**src/bm25idf_pkg.sv**
```systemverilog
// shared constants for the bm25 idf block: fixed-point log format, ln2 scale, port widths
// no dependencies; imported by the top level and the port checker
package bm25idf_pkg;

  localparam int COUNT_BITS_DEF = 32;
  localparam int FRAC_BITS_DEF  = 16;

  // guard bits kept below the output fraction during the log2 iteration
  localparam int LOG_GUARD = 4;
  // mantissa format q1.30
  localparam int MANT_BITS = 30;
  // ln2 in q0.24, and the matching shift back to the output scale
  localparam int LN2_FRAC  = 24;
  localparam int LN_SHIFT  = LOG_GUARD + LN2_FRAC;
  localparam logic [LN2_FRAC-1:0] LN2_Q24 = 24'd11629080;

  localparam int IN_TDATA_W  = 32;
  localparam int CFG_W       = 32;
  localparam int OUT_W       = 21;
  localparam int OUT_TDATA_W = 48;

endpackage

```
**src/bm25_idf_with_subterm_correction_top.sv**
```systemverilog
// bm25 idf with subexpression correction: top level, sequencer and shared multiplier
// depends on bm25idf_pkg; port checker attached by bind in bm25idf_chk.sv
//
// A group of document-match counts arrives on the s_axis side: the expression's own count
// first (s_axis_tuser = 1), then its subexpression counts, the final one marked by
// s_axis_tlast. Counts that do not end a group are taken one per cycle. The final count
// starts the computation, and s_axis_tready stays low until it is done: one result request
// then appears on m_axis with idf = ln((N-n+0.5)/(n+0.5)) and the corrected idf (idf minus
// the idf of the largest count of the group, clamped at zero), both unsigned Q5.16, with
// m_axis_tuser = 1 when N > 2n and both values zero otherwise. Each log is taken as
// log2(2x+1) by one normalize pass and one squaring per fraction bit on a single shared
// 31x31 multiplier; the same multiplier then scales by ln2. A scored final count with
// largest count <= N needs four logs and, unless the correction comes out zero, a second
// ln2 scaling; with the largest count above N only two logs are needed, and an unscored
// count needs none. The result waits while a previous result still sits unread in the
// output register. A finished result waits in the output register while the next counts
// are taken. collection_docs (N) is written through cfg_wr_en / cfg_wr_data; the user
// must write it only while the block is idle, which the block itself does not enforce.
module bm25_idf_with_subterm_correction_top
  import bm25idf_pkg::*;
#(
  parameter int COUNT_BITS = COUNT_BITS_DEF,
  parameter int FRAC_BITS  = FRAC_BITS_DEF
) (
  input  logic                   clk,
  input  logic                   rst,
  // configuration: collection_docs
  input  logic                   cfg_wr_en,
  input  logic [CFG_W-1:0]       cfg_wr_data,
  // input requests
  input  logic                   s_axis_tvalid,
  output logic                   s_axis_tready,
  input  logic [IN_TDATA_W-1:0]  s_axis_tdata,   // [31:0] match_count
  input  logic                   s_axis_tuser,   // first_of_group
  input  logic                   s_axis_tlast,   // last_of_group
  // result requests
  output logic                   m_axis_tvalid,
  input  logic                   m_axis_tready,
  output logic [OUT_TDATA_W-1:0] m_axis_tdata,   // [20:0] idf_value, [41:21] idf_corrected
  output logic                   m_axis_tuser    // scored
);

  localparam int CW       = COUNT_BITS;
  localparam int XW       = CW + 1;                   // width of 2x+1
  localparam int EW       = $clog2(XW);               // exponent / shift width
  localparam int LOG_FRAC = FRAC_BITS + LOG_GUARD;
  localparam int LW       = EW + LOG_FRAC;            // log2 value width
  localparam int SW       = LW + 1;                   // sum of two logs
  localparam int MANT_W   = MANT_BITS + 1;
  localparam int MW       = (SW > MANT_W) ? SW : MANT_W;
  localparam int PW       = 2 * MW;
  localparam int FCW      = $clog2(LOG_FRAC);
  localparam int PAD_W    = OUT_TDATA_W - 2 * OUT_W;

  // which log the unit is working on
  localparam logic [1:0] LG_NUM    = 2'd0;  // 2(N-n)+1
  localparam logic [1:0] LG_DEN    = 2'd1;  // 2n+1
  localparam logic [1:0] LG_SUB    = 2'd2;  // 2m+1
  localparam logic [1:0] LG_SUBNUM = 2'd3;  // 2(N-m)+1

  typedef enum logic [3:0] {
    S_IDLE, S_CHECK, S_NORM, S_SQR, S_IDF_MUL, S_IDF_WR, S_COR_MUL, S_COR_WR, S_DONE
  } state_t;

  state_t             state;
  logic [CFG_W-1:0]   collection_docs;
  logic [CW-1:0]      own_count;
  logic [CW-1:0]      largest_sub_count;
  logic               do_sub;
  logic [1:0]         sel;
  logic [XW-1:0]      xr;
  logic [EW-1:0]      sh;
  logic [EW-1:0]      z;
  logic [MANT_W-1:0]  mant;
  logic [LOG_FRAC-1:0] frac;
  logic [FCW-1:0]     iter;
  logic [LW-1:0]      lg [4];
  logic [PW-1:0]      prod;
  logic [OUT_W-1:0]   idf_r;
  logic [OUT_W-1:0]   corr_r;
  logic               scored_r;
  logic [OUT_W-1:0]   out_idf;
  logic [OUT_W-1:0]   out_corr;
  logic               out_scored;

  // input and register truncated / extended to the count width
  logic [CW+IN_TDATA_W-1:0] cnt_wide;
  logic [CW+CFG_W-1:0]      n_wide;
  logic [CW-1:0]            cnt;
  logic [CW-1:0]            big_n;
  logic                     in_acc;

  assign cnt_wide = {{CW{1'b0}}, s_axis_tdata};
  assign n_wide   = {{CW{1'b0}}, collection_docs};
  assign cnt      = cnt_wide[CW-1:0];
  assign big_n    = n_wide[CW-1:0];
  assign in_acc   = s_axis_tvalid && s_axis_tready;

  // operand of the next log
  logic [1:0]    op_idx;
  logic [CW-1:0] op_base;
  logic [XW-1:0] op_x;

  always_comb begin
    op_idx = (state == S_CHECK) ? LG_NUM : sel + 2'd1;
    unique case (op_idx)
      LG_NUM:    op_base = big_n - own_count;
      LG_DEN:    op_base = own_count;
      LG_SUB:    op_base = largest_sub_count;
      LG_SUBNUM: op_base = big_n - largest_sub_count;
      default:   op_base = own_count;
    endcase
    op_x = {op_base, 1'b1};
  end

  // normalize step: shift by sh when the top sh bits are clear
  logic [XW-1:0]        hi_mask;
  logic                 top_zero;
  logic [XW-1:0]        xn;
  logic [EW-1:0]        z_next;
  logic [XW+MANT_W-1:0] mant_wide;
  logic [EW-1:0]        e_val;

  assign hi_mask   = ~({XW{1'b1}} >> sh);
  assign top_zero  = (xr & hi_mask) == '0;
  assign xn        = top_zero ? (xr << sh) : xr;
  assign z_next    = top_zero ? (z + sh) : z;
  assign mant_wide = {xn, {MANT_W{1'b0}}};
  assign e_val     = EW'(XW - 1) - z;

  // log differences
  logic [LW-1:0] idf_d;
  logic [SW-1:0] sum_a;
  logic [SW-1:0] sum_b;

  assign idf_d = lg[0] - lg[1];
  assign sum_a = SW'(lg[0]) + SW'(lg[2]);
  assign sum_b = SW'(lg[1]) + SW'(lg[3]);

  // shared multiplier: squaring of the mantissa, or scaling by ln2
  logic [MW-1:0]     mul_a;
  logic [MW-1:0]     mul_b;
  logic [PW-1:0]     mul_p;
  logic              sq_hi;
  logic [MANT_W-1:0] mant_sq;

  always_comb begin
    mul_a = '0;
    mul_b = '0;
    unique case (state)
      S_SQR: begin
        mul_a = MW'(mant);
        mul_b = MW'(mant);
      end
      S_IDF_MUL: begin
        mul_a = MW'(idf_d);
        mul_b = MW'(LN2_Q24);
      end
      S_COR_MUL: begin
        mul_a = MW'(sum_a - sum_b);
        mul_b = MW'(LN2_Q24);
      end
      default: begin
        mul_a = '0;
        mul_b = '0;
      end
    endcase
  end

  assign mul_p   = mul_a * mul_b;
  assign sq_hi   = mul_p[2*MANT_BITS+1];
  assign mant_sq = sq_hi ? mul_p[2*MANT_BITS+1 -: MANT_W] : mul_p[2*MANT_BITS -: MANT_W];

  // round half up to the output scale, saturate
  function automatic logic [OUT_W-1:0] to_ln(input logic [PW-1:0] p);
    logic [PW:0] r;
    r = {1'b0, p} + ((PW+1)'(1) << (LN_SHIFT - 1));
    if (|r[PW:LN_SHIFT+OUT_W]) return {OUT_W{1'b1}};
    return r[LN_SHIFT+OUT_W-1:LN_SHIFT];
  endfunction

  assign s_axis_tready = (state == S_IDLE);
  assign m_axis_tdata  = {{PAD_W{1'b0}}, out_corr, out_idf};
  assign m_axis_tuser  = out_scored;

  always_ff @(posedge clk) begin
    if (rst) begin
      state             <= S_IDLE;
      collection_docs   <= '0;
      own_count         <= '0;
      largest_sub_count <= '0;
      m_axis_tvalid     <= 1'b0;
    end else begin
      if (cfg_wr_en) begin
        collection_docs <= cfg_wr_data;
      end
      // a taken result frees the register unless the next one loads right now
      if (m_axis_tvalid && m_axis_tready && state != S_DONE) begin
        m_axis_tvalid <= 1'b0;
      end
      unique case (state)
        S_IDLE: begin
          if (in_acc) begin
            if (s_axis_tuser) begin
              own_count         <= cnt;
              largest_sub_count <= cnt;
            end else if (cnt > largest_sub_count) begin
              largest_sub_count <= cnt;
            end
            if (s_axis_tlast) begin
              state <= S_CHECK;
            end
          end
        end
        S_CHECK: begin
          do_sub <= largest_sub_count <= big_n;
          if ({1'b0, big_n} > {own_count, 1'b0}) begin
            scored_r <= 1'b1;
            sel      <= LG_NUM;
            xr       <= op_x;
            z        <= '0;
            sh       <= EW'(1) << (EW - 1);
            state    <= S_NORM;
          end else begin
            scored_r <= 1'b0;
            idf_r    <= '0;
            corr_r   <= '0;
            state    <= S_DONE;
          end
        end
        S_NORM: begin
          xr <= xn;
          z  <= z_next;
          sh <= sh >> 1;
          if (sh == EW'(1)) begin
            mant  <= mant_wide[XW+MANT_W-1 -: MANT_W];
            iter  <= FCW'(LOG_FRAC - 1);
            state <= S_SQR;
          end
        end
        S_SQR: begin
          mant <= mant_sq;
          frac <= {frac[LOG_FRAC-2:0], sq_hi};
          iter <= iter - FCW'(1);
          if (iter == '0) begin
            lg[sel] <= {e_val, frac[LOG_FRAC-2:0], sq_hi};
            if (sel == LG_SUBNUM || (sel == LG_DEN && !do_sub)) begin
              state <= S_IDF_MUL;
            end else begin
              sel   <= op_idx;
              xr    <= op_x;
              z     <= '0;
              sh    <= EW'(1) << (EW - 1);
              state <= S_NORM;
            end
          end
        end
        S_IDF_MUL: begin
          prod  <= mul_p;
          state <= S_IDF_WR;
        end
        S_IDF_WR: begin
          idf_r <= to_ln(prod);
          if (do_sub && sum_a > sum_b) begin
            state <= S_COR_MUL;
          end else begin
            corr_r <= '0;
            state  <= S_DONE;
          end
        end
        S_COR_MUL: begin
          prod  <= mul_p;
          state <= S_COR_WR;
        end
        S_COR_WR: begin
          corr_r <= to_ln(prod);
          state  <= S_DONE;
        end
        S_DONE: begin
          // hold until the output register is free
          if (!m_axis_tvalid || m_axis_tready) begin
            out_idf       <= idf_r;
            out_corr      <= corr_r;
            out_scored    <= scored_r;
            m_axis_tvalid <= 1'b1;
            state         <= S_IDLE;
          end
        end
        default: state <= S_IDLE;
      endcase
    end
  end

endmodule

```
**config.mk**
```make
export PLATFORM = sky130hd
export DESIGN_NAME = bm25_idf_with_subterm_correction_top
export DESIGN_NICKNAME = d
export VERILOG_FILES = /design/src/bm25idf_pkg.sv /design/src/bm25_idf_with_subterm_correction_top.sv
export SDC_FILE = /design/constraint.sdc
export NUM_CORES = 2
export LEC_CHECK = 0
export ABC_AREA = 1
export BUFFER_PORTS_ARGS = -buffer_cell sky130_fd_sc_hd__buf_2
export CELL_PAD_IN_SITES_DETAIL_PLACEMENT = 0
export CELL_PAD_IN_SITES_GLOBAL_PLACEMENT = 2
export CORE_MARGIN = 1
export CORE_UTILIZATION = 30
export DETAILED_ROUTE_END_ITERATION = 16
export PLACE_DENSITY_LB_ADDON = 0.1
export REMOVE_ABC_BUFFERS = 1
export SLEW_MARGIN = 5
export SYNTH_ARGS = -nofsm -noshare
export SYNTH_HDL_FRONTEND = slang
export SYNTH_SLANG_ARGS = --single-unit
```
**constraint.sdc**
```tcl
create_clock -name clk -period 14.8 [get_ports clk]
set_clock_uncertainty 0.2 [all_clocks]
set_input_delay 1.48 -clock clk [delete_from_list [all_inputs] [get_ports clk]]
set_output_delay 1.48 -clock clk [all_outputs]
set_load 0.02 [all_outputs]
```
==> results.toml <==
[status]
status = "finished, final reports clean"

[floorplanning]
io_pins = 122
core_mm2 = 0.210
initial_utilization_pct = 30.2
dieArea_mm2 = 0.213
die_h_um = 462
die_w_um = 462
rows = 168

[timing]
hold_viol = 0
relSlewSlack_pct = 20.0
fmax_ghz = 0.0760
final.setup.tns_ps = 0
setup_viol = 0
rsz0062_at_grt = "false"
slew_violations = 0
worstMarginPinSlew_ps = 1200
finalCritPeriodShare_pct = 89.0
min_period_ps = 13170
timing.hold.ws_ps = 207

[pwr]
power_frac_comb_pct = 44.0
power.share.clock_pct = 25.2
vdd_ir_drop_max_uv = 76.0
swShare_pct = 45.6
power.internal_uw = 2820
leakage_uw = 0.0355
seqPwrFrac_pct = 30.9
netSwitchingPower_uw = 2360
power_uw = 5180
powerDensity_mw_per_mm2 = 75.2

[synthesis]
synth-edff-count = 328
async_reset_ff_share_pct = 0
syn_area_mm2 = 0.0634
synth-main-ff-cell = "edfxtp_1"
yosysWarnings = 0
syn_avg_cell_area_um2 = 7.58
ys_types = 56
synthCells = 8357
synth-seq-cells = 429
seq_area_frac_synth_pct = 18.7

[drt]
avgRoutedWirePerCell_um = 23.2
postRouteAntennaNets = 0
vias = 54277
drc = 0
drtIter0Drc = 3363
first_pass_iters = 6
routed_wl_um = 261000
avgViaCountPerCell = 4.84

[clock_tree]
cts_sinks = 429
hold_buffers = 0
postCtsSetupBuffers = 0
clk_pin_slew_ps = 80
cts_buffers = 52
htree_num_levels = 2
cts_resized = 0
clk_latency_ps = 700
clock_path_buffers = 3
cts_tree = "done"
root_buffer = "clkbuf_16"

[setup_path]
path_class = "flop to flop"
cp_slowest_cell = "nand3_1"
start_kind = "flop"
slowest_delay_ps = 850
crit_path_frequent_cell = "fa_1"
critPathBufInv = 9
cp_max_fo = 10
critPathArrivalTime_ps = 13500
worst_setup_path_end_kind = "flop"
critPathRequiredTime_ps = 15140
critPathTopFamily = "adder cells"

[final_layout]
utilization_pct = 32.8
syn_to_final_growth_pct = 8.75
drive_above_1_share_pct = 4.81
finish.instance_area_mm2 = 0.0689
nNetsFinal = 9786

[global_route]
grt_usage_pct = 24.5
antenna_found_initial = 4
gr-total-overflow = 0
grt_max_degree = 83
grt_pass1_wl_um = 385000
grt_pass1_vias = 57067

[run]
cap_violations = 0

[placement]
gp_congestion = 0.938
dpl.hpwl_um = 214000
dpl_cell_area_mm2 = 0.0672
io_buffer_count = 115

[hold_path]
hp-class = "flop to flop"
## cell usage in the layout (no fill, tap or decap), types with 52 or more instances in the layout
cell type	netlist	routed
ha_1	494	494
nor3_1	77	77
nand3_1	416	408
edfxtp_1	328	328
a21oi_1	423	423
nand2_1	2110	2107
clkbuf_16	0	52
buf_2	67	115
xor2_1	67	67
nor2_1	606	593
inv_1	1835	1835
fa_1	843	843
dfxtp_1	101	101
o21ai_0	368	368
nand4_1	65	65
buf_4	11	102
## flip-flops by register name, summed over array words and instances (netlist names), 31 cells and up
name and flops:
lg 104, mant 31, prod 35, largest_sub_count 32
big_n 32, xr 33, own_count 32
## final timing paths
kind	slack [ps]	startpoint	cells after the start	endpoint
hold reg to reg	210	corr_r[4]$_SDFFCE_PN0P_	0	out_corr[4]$_DFFE_PP_
setup / recovery	1630	lg[1][0]$_DFFE_PP_	47	mant[10]$_DFFE_PP_
hold / removal	210	corr_r[4]$_SDFFCE_PN0P_	0	out_corr[4]$_DFFE_PP_
setup reg to reg	1630	lg[1][0]$_DFFE_PP_	47	mant[10]$_DFFE_PP_
## logic make-up (layout without fill, tap and decap cells)
logic type / after synthesis / count (layout) / synth area share (%)
and+or+nand+nor: 3404 / 3404 / 22.3
other: 1 / 8 / 0.00592
adders and majority gates: 1337 / 1337 / 36.4
DFF: 429 / 429 / 18.7
AOI/OAI and AO/OA: 962 / 962 / 8.21
xor gates and xnor gates: 114 / 114 / 1.58
buffers and inverters: 2109 / 2165 / 12.8
muxes: 1 / 1 / 0.0158
## layout make-up
| class | instances | area, µm² |
|---|---|---|
| flip-flops and latches | 429 | 11900 |
| clock inverters | 35 | 342 |
| fillers | 23027 | 141000 |
| well taps | 2805 | 3510 |
| repair buffers | 217 | 1340 |
| clock buffers | 59 | 1330 |
| multi-input cells | 5824 | 43500 |
| diodes | 2 | 5.00 |
| inverters | 1854 | 6960 |
## cell usage after synthesis, types with 9 or more instances
master	instances	share of area [%]
and2_1	9	0.089
nand3b_4	10	0.32
nand3b_1	27	0.32
o21a_1	22	0.26
or2_2	28	0.28
a21o_1	17	0.20
o211ai_1	19	0.23
fa_1	843	27
xnor2_1	47	0.65
buf_4	11	0.13
edfxtp_1	328	16
ha_1	494	9.8
nor3_1	77	0.61
nand2_1	2110	12
a31oi_1	20	0.20
inv_2	11	0.065
clkbuf_1	147	0.87
buf_1	24	0.14
buf_2	67	0.53
o21ai_0	368	2.9
o22ai_1	10	0.099
nand4_1	65	0.64
o21bai_1	33	0.39
dfxtp_1	101	3.2
inv_1	1835	11
nand2_2	13	0.13
nor4_1	15	0.15
o21ai_1	13	0.10
xor2_1	67	0.93
a21oi_1	423	3.3
nand3_1	416	3.3
nor2_1	606	3.6
## stage by stage
step | setup WS [ps] | cells
floorplan | 4420 | 8107
global placement | 1610 | 11129
detailed placement | 1690 | 11129
CTS | 1630 | 11223
global route | 1020 | 11223
finish | 1630 | 11225
## power groups by stage
stage	clock (µW)	sequential (µW)	combinational, µW
final	1300	1600	2280
after global routing	1380	1610	2510
after CTS	1350	1600	2290
after detailed placement	0	1620	2280
after global placement	0	1620	2280
after floorplan	0	1600	1330
## per-layer routing
metal | routed length, µm | part of all wire [%] | up-vias | global-route usage [%]
li1 | - | - | 25802 | -
met1 | 118000 | 45 | 27243 | 32.7
met2 | 131000 | 50 | 1045 | 44.0
met3 | 7490 | 2.9 | 185 | 1.43
met4 | 4720 | 1.8 | 2 | 4.13
met5 | 13 | 0.0050 | - | 0
Note: power is estimated with default switching activity, not from simulation.
